`src/rtl/core/date_interval_index_range_query_top_macros.svh`:
```
// Assertion helpers for the date interval index
`ifndef DATE_INTERVAL_INDEX_RANGE_QUERY_TOP_MACROS_SVH
`define DATE_INTERVAL_INDEX_RANGE_QUERY_TOP_MACROS_SVH

`ifndef SYNTH
// same-cycle implication
`define DII_ASSERT(lbl, ante, cons) \
  lbl: assert property (@(posedge clk) disable iff (!rst_n) (ante) |-> (cons)) \
    else $error("dii assertion failed");
// next-cycle implication
`define DII_ASSERT_NX(lbl, ante, cons) \
  lbl: assert property (@(posedge clk) disable iff (!rst_n) (ante) |=> (cons)) \
    else $error("dii assertion failed");
`else
`define DII_ASSERT(lbl, ante, cons)
`define DII_ASSERT_NX(lbl, ante, cons)
`endif

`endif

```
`src/rtl/core/dii_pkg.sv`:
```
`default_nettype none
package dii_pkg;

  localparam int DAY_BITS_DEF = 22;
  localparam int MAX_DOCS_DEF = 256;

  // date converter depth, capture register included
  localparam int CONV_CYCLES = 4;

  localparam logic [1:0] OP_ADD     = 2'd0;
  localparam logic [1:0] OP_VALID   = 2'd1;
  localparam logic [1:0] OP_CREATED = 2'd2;
  localparam logic [1:0] OP_NONE    = 2'd3;

  localparam logic ST_OK   = 1'b0;
  localparam logic ST_FULL = 1'b1;

  typedef struct packed {
    logic [1:0]  opcode;
    logic [13:0] first_year;
    logic [3:0]  first_month;
    logic [4:0]  first_day;
    logic [13:0] second_year;
    logic [3:0]  second_month;
    logic [4:0]  second_day;
    logic        second_open;
  } in_item_t;

  typedef struct packed {
    logic        status;
    logic [7:0]  assigned_id;
    logic [1:0]  word_index;
    logic [63:0] match_bits;
    logic        last;
  } out_item_t;

  // query token travelling down the cell row
  typedef struct packed {
    logic valid;
    logic created;
  } dii_ctl_t;

  // days before the first of the month, year starting in March
  function automatic logic [8:0] doy_base(input logic [3:0] month);
    logic [8:0] r;
    case (month)
      4'd0:    r = 9'd275;
      4'd1:    r = 9'd306;
      4'd2:    r = 9'd337;
      4'd3:    r = 9'd0;
      4'd4:    r = 9'd31;
      4'd5:    r = 9'd61;
      4'd6:    r = 9'd92;
      4'd7:    r = 9'd122;
      4'd8:    r = 9'd153;
      4'd9:    r = 9'd184;
      4'd10:   r = 9'd214;
      4'd11:   r = 9'd245;
      4'd12:   r = 9'd275;
      4'd13:   r = 9'd306;
      4'd14:   r = 9'd337;
      default: r = 9'd367;
    endcase
    return r;
  endfunction

endpackage
`default_nettype wire

```
`src/rtl/core/dii_date.sv`:
```
`default_nettype none
// Civil date to day count, three register stages
module dii_date import dii_pkg::*; #(
  parameter int DAY_BITS = DAY_BITS_DEF
) (
  input  wire logic                clk,
  input  wire logic [13:0]         year,
  input  wire logic [3:0]          month,
  input  wire logic [4:0]          day,
  output logic      [DAY_BITS-1:0] days
);

  logic signed [14:0] yr;
  logic        [27:0] era_prod;
  logic signed [6:0]  era;
  logic signed [9:0]  doy;
  logic signed [14:0] yr_s1_r;
  logic signed [6:0]  era_s1_r;
  logic signed [9:0]  doy_s1_r;

  logic signed [15:0] yr16;
  logic signed [15:0] era16;
  logic signed [15:0] yoe_w;
  logic        [8:0]  yoe_s2_r;
  logic signed [6:0]  era_s2_r;
  logic signed [9:0]  doy_s2_r;

  logic        [18:0] y365;
  logic        [15:0] y41;
  logic        [18:0] doe_u;
  logic signed [31:0] era32;
  logic signed [31:0] doy32;
  logic signed [31:0] v;
  logic [DAY_BITS-1:0] days_r;

  // stage 1: shifted year, era by reciprocal of 400, day of year
  always_comb begin
    yr       = $signed({1'b0, year}) - ((month <= 4'd2) ? 15'sd1 : 15'sd0);
    era_prod = {14'b0, yr[13:0]} * 28'd10486;
    era      = yr[14] ? -7'sd1 : $signed({1'b0, era_prod[27:22]});
    doy      = $signed({1'b0, doy_base(month)}) + $signed({5'b0, day}) - 10'sd1;
  end

  always_ff @(posedge clk) begin
    yr_s1_r  <= yr;
    era_s1_r <= era;
    doy_s1_r <= doy;
  end

  // stage 2: year of era
  always_comb begin
    yr16  = yr_s1_r;
    era16 = era_s1_r;
    yoe_w = yr16 - era16 * 16'sd400;
  end

  always_ff @(posedge clk) begin
    yoe_s2_r <= yoe_w[8:0];
    era_s2_r <= era_s1_r;
    doy_s2_r <= doy_s1_r;
  end

  // stage 3: day of era and final offset; /100 via reciprocal
  always_comb begin
    y365  = {10'b0, yoe_s2_r} * 19'd365;
    y41   = {7'b0, yoe_s2_r} * 16'd41;
    doe_u = y365 + {12'b0, yoe_s2_r[8:2]} - {15'b0, y41[15:12]};
    era32 = era_s2_r;
    doy32 = doy_s2_r;
    v     = era32 * 32'sd146097 + $signed({13'b0, doe_u}) + doy32 - 32'sd719468;
  end

  always_ff @(posedge clk) begin
    days_r <= v[DAY_BITS-1:0];
  end

  assign days = days_r;

endmodule
`default_nettype wire

```
`config.mk`:
```
export PLATFORM = sky130hd
export DESIGN_NAME = dii_date
export DESIGN_NICKNAME = d
export VERILOG_FILES = /design/src/rtl/core/date_interval_index_range_query_top_macros.svh /design/src/rtl/core/dii_pkg.sv /design/src/rtl/core/dii_date.sv
export SDC_FILE = /design/constraint.sdc
export NUM_CORES = 1
export LEC_CHECK = 0
export ABC_AREA = 1
export ABC_CLOCK_PERIOD_IN_PS = 25900
export BUFFER_PORTS_ARGS = -buffer_cell sky130_fd_sc_hd__clkbuf_2
export CAP_MARGIN = 20
export CORE_MARGIN = 4
export CORE_UTILIZATION = 60
export DETAILED_ROUTE_END_ITERATION = 6
export PLACE_DENSITY = 0.8
export SLEW_MARGIN = 10
export SYNTH_ARGS = -nofsm -noshare
export SYNTH_HDL_FRONTEND = slang
export SYNTH_SLANG_ARGS = --single-unit
```
`constraint.sdc`:
```
create_clock -name clk -period 25.9 [get_ports clk]
set_input_delay 5.18 -clock clk [delete_from_list [all_inputs] [get_ports clk]]
set_output_delay 5.18 -clock clk [all_outputs]
set_load 0.005 [all_outputs]
```
==> results.toml <==
[outcome]
outcome = "completed"

[layout]
multi_input_area_mm2 = 0.00970
fill_cells = 1724
syn_to_final_growth_pct = 6.85
final_cell_mix = "437 x inv_1, 279 x ha_1, 250 x nand2_1"
seq_area_mm2 = 0.00148
diodes = 0
drive_above_1_share = 0.0459
layout_commonest_cell = "inv_1"
nets = 2061

[setup_path]
required_ps = 26130
critPathLaunchType = "input port"
r2r_slack_ps = 16710
slowest_stage = "xnor2_1"
critPathTopFamily = "adder cells"
cpPeakStageDelay_ps = 620
crit_path_end_kind = "flop"
criticalPathCategory = "in2reg"
cp_common_cell = "nand2_1"
crit_arrival_ps = 11390
worstSetupPathDepth = 30
reg2regPathDepth = 38
path_buf_inv = 6
cp_max_fo = 6

[sta]
relSlewSlack = 0.385
min_period_over_period = 0.431
finalClockSkew_ps = 12.4
fmax_mhz = 89.6
tns_ps = 0
setup_viol_count_final = 0
worstMarginPinSlew_ps = 920
slew_violations = 0
min_period_ps = 11160
rsz0062_at_grt = "no"
final-hold-violation-count = 0

[clock_network]
clk_path_buf_depth = 2
h-tree-depth = 3
clk_pin_slew_ps = 70
hold_buffers = 0
numClockSinks = 74
cts_setup_buffers = 0
cts_resized = 0
cts-buffers-inserted = 9
cts-root-buf = "clkbuf_16"
tritoncts = "done"
clk_latency_ps = 350

[synthesis]
ys.flop_type = "dfxtp_1"
ys_seq_area_frac = 0.116
synth_cell_type_count = 34
synth-edff-count = 0
synth_area_leaders = "ha_1 27%, fa_1 27%, inv_1 13%"
ys_seq_elements = 74
syn_inst = 1531
syn-cell-area_mm2 = 0.0128
yosysTopAreaCell = "ha_1"
synth_nets = 2005
ys_warn_count = 0
async_reset_ff_frac = 0
synth_top_area_share = 0.272
synth_area_per_cell_um2 = 8.37

[routing]
via_per_inst = 5.11
drc = 0
vias = 9543
drt_iter0_drc = 448
postRouteAntennaNets = 0
drt_pass1_iterations = 5
routedWlPerCell_um = 14.0
drt-total-wl_mm = 26.2

[die]
die_h_um = 154
die_area_mm2 = 0.0238
io_pins = 46
core_area_mm2 = 0.0210
rows = 53
initial_utilization = 0.610
fp.dieW_um = 154

[placed_design]
dpl.hpwl_mm = 23.5
portBuffers = 45
place_congestion = 0.954

[hold_path]
whs_path_depth = 0
hp-class = "reg2reg"

[global_routing]
grt_max_degree = 16
grt_pass1_vias = 9911
grt_antenna_before_repair = 0
grt_overflow = 0
grt_usage = 0.229
grt_pass1_wl_mm = 44.4

[job]
drv_cap = 0
==> path summary, 6_finish.rpt <==
check / start / endpoint
max reg2reg: yoe_s2_r[4] / days[20]
min reg2reg: yr_s1_r[0] / yoe_s2_r[0]
min: yr_s1_r[0] / yoe_s2_r[0]
max: month[0] / era_s1_r[4]
==> registers in the layout (all words and copies together) (netlist names) <==
signal,count
days,22
doy_s1_r,10
doy_s2_r,10
yoe_s2_r,9
yr_s1_r,9
era_s1_r,7
era_s2_r,7
==> cell type report <==
| cell class | count | share of cell area |
|---|---|---|
| timing repair buffer | 45 | 0.0164 |
| clock buffer | 9 | 0.0164 |
| multi-input combinational | 1019 | 0.708 |
| sequential | 74 | 0.108 |
| inverter | 438 | 0.120 |
| clock inverter | 7 | 0.00612 |
| tap | 275 | 0.0251 |
==> metrics by stage <==
stage                     hold WS [ps]  setup slack (ps)   util  instances  area, µm²
final                              311             14740  0.652       1867      13700
after floorplan                    310             15370      -       1531      12800
after global routing               330             14230  0.652       1867      13700
after global placement             311             14510  0.637       1851      13400
after detailed placement           312             14350  0.637       1851      13400
after CTS                          314             14710  0.652       1867      13700
==> metal layers <==
metal / global-route usage / vias to the layer above / share of wire
li1: - / 4778 / -
met1: 0.277 / 4561 / 0.42
met2: 0.414 / 157 / 0.51
met3: 0.0305 / 47 / 0.032
met4: 0.0858 / 0 / 0.030
met5: 0 / - / 0
==> cell usage after synthesis (11+ instances only) <==
library cell and n:
inv_1 437, ha_1 279, nand2_1 250, fa_1 171, dfxtp_1 74, nor2_1 67, a21oi_1 61, nand3_1 60
xor2_1 32, o21ai_0 21, xnor2_1 20, nand4_1 11
==> logic make-up (layout without fill, tap and decap cells) <==
group	count (synthesis)	after routing	synth area share
flip-flops	74	74	0.116
AO/OA/AOI/OAI	106	106	0.0466
AND/OR/NAND/NOR	411	411	0.135
adder cells (fa/ha/maj)	450	450	0.539
buffers and inverters	438	499	0.128
XOR/XNOR	52	52	0.0355
Power is not shown: default switching activity piles up to over one toggle a cycle in this logic, so the estimate is an artifact.
