$ cat src/rtl/core/date_interval_index_range_query_top_macros.svh
// Assertion helpers for the date interval index
`ifndef DATE_INTERVAL_INDEX_RANGE_QUERY_TOP_MACROS_SVH
`define DATE_INTERVAL_INDEX_RANGE_QUERY_TOP_MACROS_SVH

`ifndef SYNTH
// same-cycle implication
`define DII_ASSERT(lbl, ante, cons) \
  lbl: assert property (@(posedge clk) disable iff (!rst_n) (ante) |-> (cons)) \
    else $error("dii assertion failed");
// next-cycle implication
`define DII_ASSERT_NX(lbl, ante, cons) \
  lbl: assert property (@(posedge clk) disable iff (!rst_n) (ante) |=> (cons)) \
    else $error("dii assertion failed");
`else
`define DII_ASSERT(lbl, ante, cons)
`define DII_ASSERT_NX(lbl, ante, cons)
`endif

`endif

$ cat src/rtl/core/dii_pkg.sv
`default_nettype none
package dii_pkg;

  localparam int DAY_BITS_DEF = 22;
  localparam int MAX_DOCS_DEF = 256;

  // date converter depth, capture register included
  localparam int CONV_CYCLES = 4;

  localparam logic [1:0] OP_ADD     = 2'd0;
  localparam logic [1:0] OP_VALID   = 2'd1;
  localparam logic [1:0] OP_CREATED = 2'd2;
  localparam logic [1:0] OP_NONE    = 2'd3;

  localparam logic ST_OK   = 1'b0;
  localparam logic ST_FULL = 1'b1;

  typedef struct packed {
    logic [1:0]  opcode;
    logic [13:0] first_year;
    logic [3:0]  first_month;
    logic [4:0]  first_day;
    logic [13:0] second_year;
    logic [3:0]  second_month;
    logic [4:0]  second_day;
    logic        second_open;
  } in_item_t;

  typedef struct packed {
    logic        status;
    logic [7:0]  assigned_id;
    logic [1:0]  word_index;
    logic [63:0] match_bits;
    logic        last;
  } out_item_t;

  // query token travelling down the cell row
  typedef struct packed {
    logic valid;
    logic created;
  } dii_ctl_t;

  // days before the first of the month, year starting in March
  function automatic logic [8:0] doy_base(input logic [3:0] month);
    logic [8:0] r;
    case (month)
      4'd0:    r = 9'd275;
      4'd1:    r = 9'd306;
      4'd2:    r = 9'd337;
      4'd3:    r = 9'd0;
      4'd4:    r = 9'd31;
      4'd5:    r = 9'd61;
      4'd6:    r = 9'd92;
      4'd7:    r = 9'd122;
      4'd8:    r = 9'd153;
      4'd9:    r = 9'd184;
      4'd10:   r = 9'd214;
      4'd11:   r = 9'd245;
      4'd12:   r = 9'd275;
      4'd13:   r = 9'd306;
      4'd14:   r = 9'd337;
      default: r = 9'd367;
    endcase
    return r;
  endfunction

endpackage
`default_nettype wire

$ cat src/rtl/core/dii_cell.sv
`default_nettype none
// One document slot; the query token passes one cell per cycle
module dii_cell import dii_pkg::*; #(
  parameter int DAY_BITS = DAY_BITS_DEF,
  parameter int IDX_BITS = 8,
  parameter int CNT_BITS = 9,
  parameter int INDEX    = 0
) (
  input  wire logic                clk,
  input  wire logic                rst_n,
  input  wire logic                wr_en,
  input  wire logic [IDX_BITS-1:0] wr_id,
  input  wire logic [DAY_BITS-1:0] wr_begin,
  input  wire logic [DAY_BITS-1:0] wr_end,
  input  wire logic [CNT_BITS-1:0] doc_count,
  input  wire dii_ctl_t            ctl_in,
  input  wire logic [DAY_BITS-1:0] lo_in,
  input  wire logic [DAY_BITS-1:0] hi_in,
  output dii_ctl_t                 ctl_out,
  output logic      [DAY_BITS-1:0] lo_out,
  output logic      [DAY_BITS-1:0] hi_out,
  output logic                     hit
);

  logic [DAY_BITS-1:0] begin_r;
  logic [DAY_BITS-1:0] end_r;
  logic                hit_r;
  logic                hit_nxt;
  dii_ctl_t            ctl_r;
  logic [DAY_BITS-1:0] lo_r;
  logic [DAY_BITS-1:0] hi_r;

  // document store
  always_ff @(posedge clk) begin
    if (wr_en && (wr_id == IDX_BITS'(INDEX))) begin
      begin_r <= wr_begin;
      end_r   <= wr_end;
    end
  end

  // match test for the passing token
  always_comb begin
    if (ctl_in.created) begin
      hit_nxt = (begin_r >= lo_in) && (begin_r <= hi_in);
    end else begin
      hit_nxt = (begin_r <= hi_in) && (end_r >= lo_in);
    end
    hit_nxt = hit_nxt && (CNT_BITS'(INDEX) < doc_count);
  end

  always_ff @(posedge clk) begin
    if (ctl_in.valid) begin
      hit_r <= hit_nxt;
    end
    lo_r <= lo_in;
    hi_r <= hi_in;
  end

  always_ff @(posedge clk) begin
    if (!rst_n) begin
      ctl_r <= '0;
    end else begin
      ctl_r <= ctl_in;
    end
  end

  assign ctl_out = ctl_r;
  assign lo_out  = lo_r;
  assign hi_out  = hi_r;
  assign hit     = hit_r;

endmodule
`default_nettype wire

$ cat config.mk
export PLATFORM = sky130hd
export DESIGN_NAME = dii_cell
export DESIGN_NICKNAME = d
export VERILOG_FILES = /design/src/rtl/core/date_interval_index_range_query_top_macros.svh /design/src/rtl/core/dii_pkg.sv /design/src/rtl/core/dii_cell.sv
export SDC_FILE = /design/constraint.sdc
export NUM_CORES = 1
export LEC_CHECK = 0
export ABC_AREA = 1
export BUFFER_PORTS_ARGS = -buffer_cell sky130_fd_sc_hd__clkbuf_2
export CORE_MARGIN = 1
export CORE_UTILIZATION = 49
export CTS_CLUSTER_DIAMETER = 50
export CTS_CLUSTER_SIZE = 24
export DETAILED_ROUTE_END_ITERATION = 10
export PLACE_DENSITY = 0.78
export SLEW_MARGIN = 40
export SYNTH_ARGS = -nofsm -noshare
export SYNTH_HDL_FRONTEND = slang
export SYNTH_SLANG_ARGS = --single-unit
$ cat constraint.sdc
create_clock -name clk -period 4.2 [get_ports clk]
set_clock_uncertainty 0.1 [all_clocks]
set_input_delay 0 -clock clk [delete_from_list [all_inputs] [get_ports clk]]
set_output_delay 0 -clock clk [all_outputs]
set_load 0.05 [all_outputs]
==> results.yml <==
cells_and_area:
  fin_util: 0.753
  layoutNonFillerInstCount: 768
  final_cell_area_sq_um: 6190
  regArea_sq_um: 2270
  layout-area-overhead-vs-synth_pct: 49.3
  fill_cells: 542
  drive_gt1_frac: 0.273
  multi_input_area_sq_um: 1600
  insertedDiodeCount: 0
  num-nets-final: 834
grt:
  antenna_found_initial: 0
  overflow: 0
  track_usage: 0.249
  grt_pass1_vias: 3827
  grt_pass1_wl_um: 16500
  grt_max_degree: 45
synth:
  synth_compound_area_frac: 0.0429
  yosys.cell_count.top_type: "nand2_1"
  synth_top_family_by_area: "adder cells"
  netlist.area_leader.share: 0.326
  syn_nets: 575
  synth_mux_area_frac: 0
  synth_ff_type: "dfxtp_1"
  ys_async_sr_fraction: 0
  synth_common_cells: "nand2_1, inv_1, ha_1"
  synth_area_sq_um: 4140
  avgSynthCellArea_sq_um: 10.4
  synthSimpleGateAreaFrac: 0.143
  synth_edf_count: 45
  synth_xor_area_frac: 0
  ys_ff_latch: 91
  synth_fa_ha_area_frac: 0.199
  synth_cell_type_count: 27
  ys_warn_count: 0
  netlist_instances: 399
  synthTopCellsByArea: "edfxtp_1, dfxtp_1, ha_1, nand2_1, inv_1"
  yosysSeqAreaShare: 0.548
  yosysTopAreaCell: "edfxtp_1"
routing:
  wl_um: 10300
  wire_per_inst_um: 13.5
  drt-pass1-iter-count: 5
  viasPerCell: 4.74
  drtIter0Drc: 99
  antenna_left: 0
  routed-via-count: 3642
  drc: 0
clock_tree:
  root_buffer: "clkbuf_8"
  clk_pin_slew_ns: 0.08
  cts_resized: 0
  cts_buffer_depth: 2
  hold_buffers: 91
  numCtsBuffers: 9
  cts_tree: "built"
  insertion_delay_ns: 0.35
  cts_sinks: 91
  postCtsSetupRepairBufs: 0
  htree_levels: 3
placed_design:
  gp_congestion: 0.778
  portBuffers: 156
  dpl_cell_area_sq_um: 5070
  dp.cells: 661
  hpwl_um: 6990
worst_setup_path:
  crit_path_end_kind: "register"
  regToRegSetupSlack_ns: 2.36
  crit_arrival_ns: 1.84
  slowest_stage: "edfxtp_1"
  crit_path_start_kind: "register"
  critPathKind: "reg -> reg"
  cp_common_cell: "nor2_1"
  rr_worst_depth: 10
  crit_required_ns: 4.20
  r2r_end: "hit"
  worst-path-max-fanout: 3
  max_stage_delay_ns: 0.43
  r2r-start: "begin_r[19]"
  path_cells: "ha_1, nand2_1, nor2_2, nand3_1, nor2_1, nand2_1, nand2_1, nor2_1, nor2_1, nor2_1"
timing:
  hold_viol: 0
  min_period_over_period: 0.437
  relSlewSlack: 0.621
  setup_violations: 0
  worst-slew-pin-transition_ns: 0.569
  fmax_mhz: 545
  fin_crit_ns: 1.84
  rsz0062_at_grt: "false"
  tns_ns: 0
  final_max_slew_viol_count: 0
min_path:
  hold_path_class: "in -> reg"
  whs_path_depth: 5
  hold_end: "hit"
  min_from: "doc_count[8]"
floorplanning:
  die-area_sq_um: 8830
  die_y_um: 94.0
  rows: 33
  io_pins: 157
  coreArea_sq_um: 8220
  die_w_um: 94.0
  initial_core_util: 0.504
power:
  total_power_mw: 1.90
  power.density_nw_per_um2: 308
  irDropWorstVdd_mv: 0.194
  total_leakage_power_nw: 3.18
job:
  drv_cap: 0
outcome:
  outcome: "completed"
[cell families after synthesis]
group	Yosys count
DFF	91
AOI/OAI and AO/OA	32
adders and majority gates	66
and+or+nand+nor	136
buffers and inverters	74
[registers in the layout, summed over array words and instances (netlist names)]
register / flops
ctl_out: 2
hi_out: 22
lo_out: 22
hit: 1
begin_r: 22
end_r: 22
[worst max-delay path, delay by kind of cell, from the launching register on]
kind / cells / cell delay, ns
flip-flops: 1 / 0.43
AND/OR/NAND/NOR: 9 / 0.73
adder cells (fa/ha/maj): 1 / 0.33
[where the power goes]
group / internal (mW) / switching (mW)
Sequential: 0.954 / 0.00742
Combinational: 0.143 / 0.190
Clock: 0.313 / 0.296
Total: 1.41 / 0.494
[routing by layer]
metal  up-vias  share of wire  GRT usage
met2       129           0.55      0.495
li1       1823              -          -
met4         0          0.021     0.0936
met5         -              0          0
met3        24          0.049     0.0445
met1      1666           0.38      0.254
[cell type report]
class                   instances  share of cell area
inverters                      74              0.0449
well taps                     105              0.0212
flip-flops and latches         91               0.367
repair buffers                248               0.275
multi-input cells             234               0.259
clock inverters                 3             0.00688
clock buffers                  13              0.0259
[cell usage in the layout, fill, tap and decap left out, types with 2 or more instances in the layout]
master         netlist  layout
nor3_1               2       2
a21oi_1             20      20
ha_1                66      66
nor2_1              26      26
o21ai_1              4       4
nand2_2              3       3
clkbuf_1             0       3
clkinv_1             3       3
dfxtp_1             46      46
nor2_2               3       3
inv_1               70      70
dlygate4sd3_1        0      91
a21o_1               3       3
o21bai_1             2       2
clkbuf_2             0     156
clkbuf_8             0       9
inv_4                0       2
nor4_1               2       2
nand2_1             84      84
edfxtp_1            45      45
nand3_1              9       9
[how the worst max path moves through the flow]
stage                start          end  slack, ns
2_1_floorplan     wr_id[3]   begin_r[0]       0.68
3_3_place_gp     end_r[13]          hit       2.42
3_5_place_dp      wr_id[3]  begin_r[12]       2.38
4_1_cts        begin_r[21]          hit       2.36
5_1_grt        begin_r[21]          hit       2.20
6_report       begin_r[19]          hit       2.36
[stage by stage]
step / hold slack (ns) / setup slack, ns
6_report: 0.0844 / 2.36
5_1_grt: 0.129 / 2.20
4_1_cts: 0.0683 / 2.36
3_5_place_dp: 0.0193 / 2.38
3_3_place_gp: 0.0187 / 2.42
2_1_floorplan: -0.0723 / 0.679
Note: power is estimated with default switching activity, not from simulation.
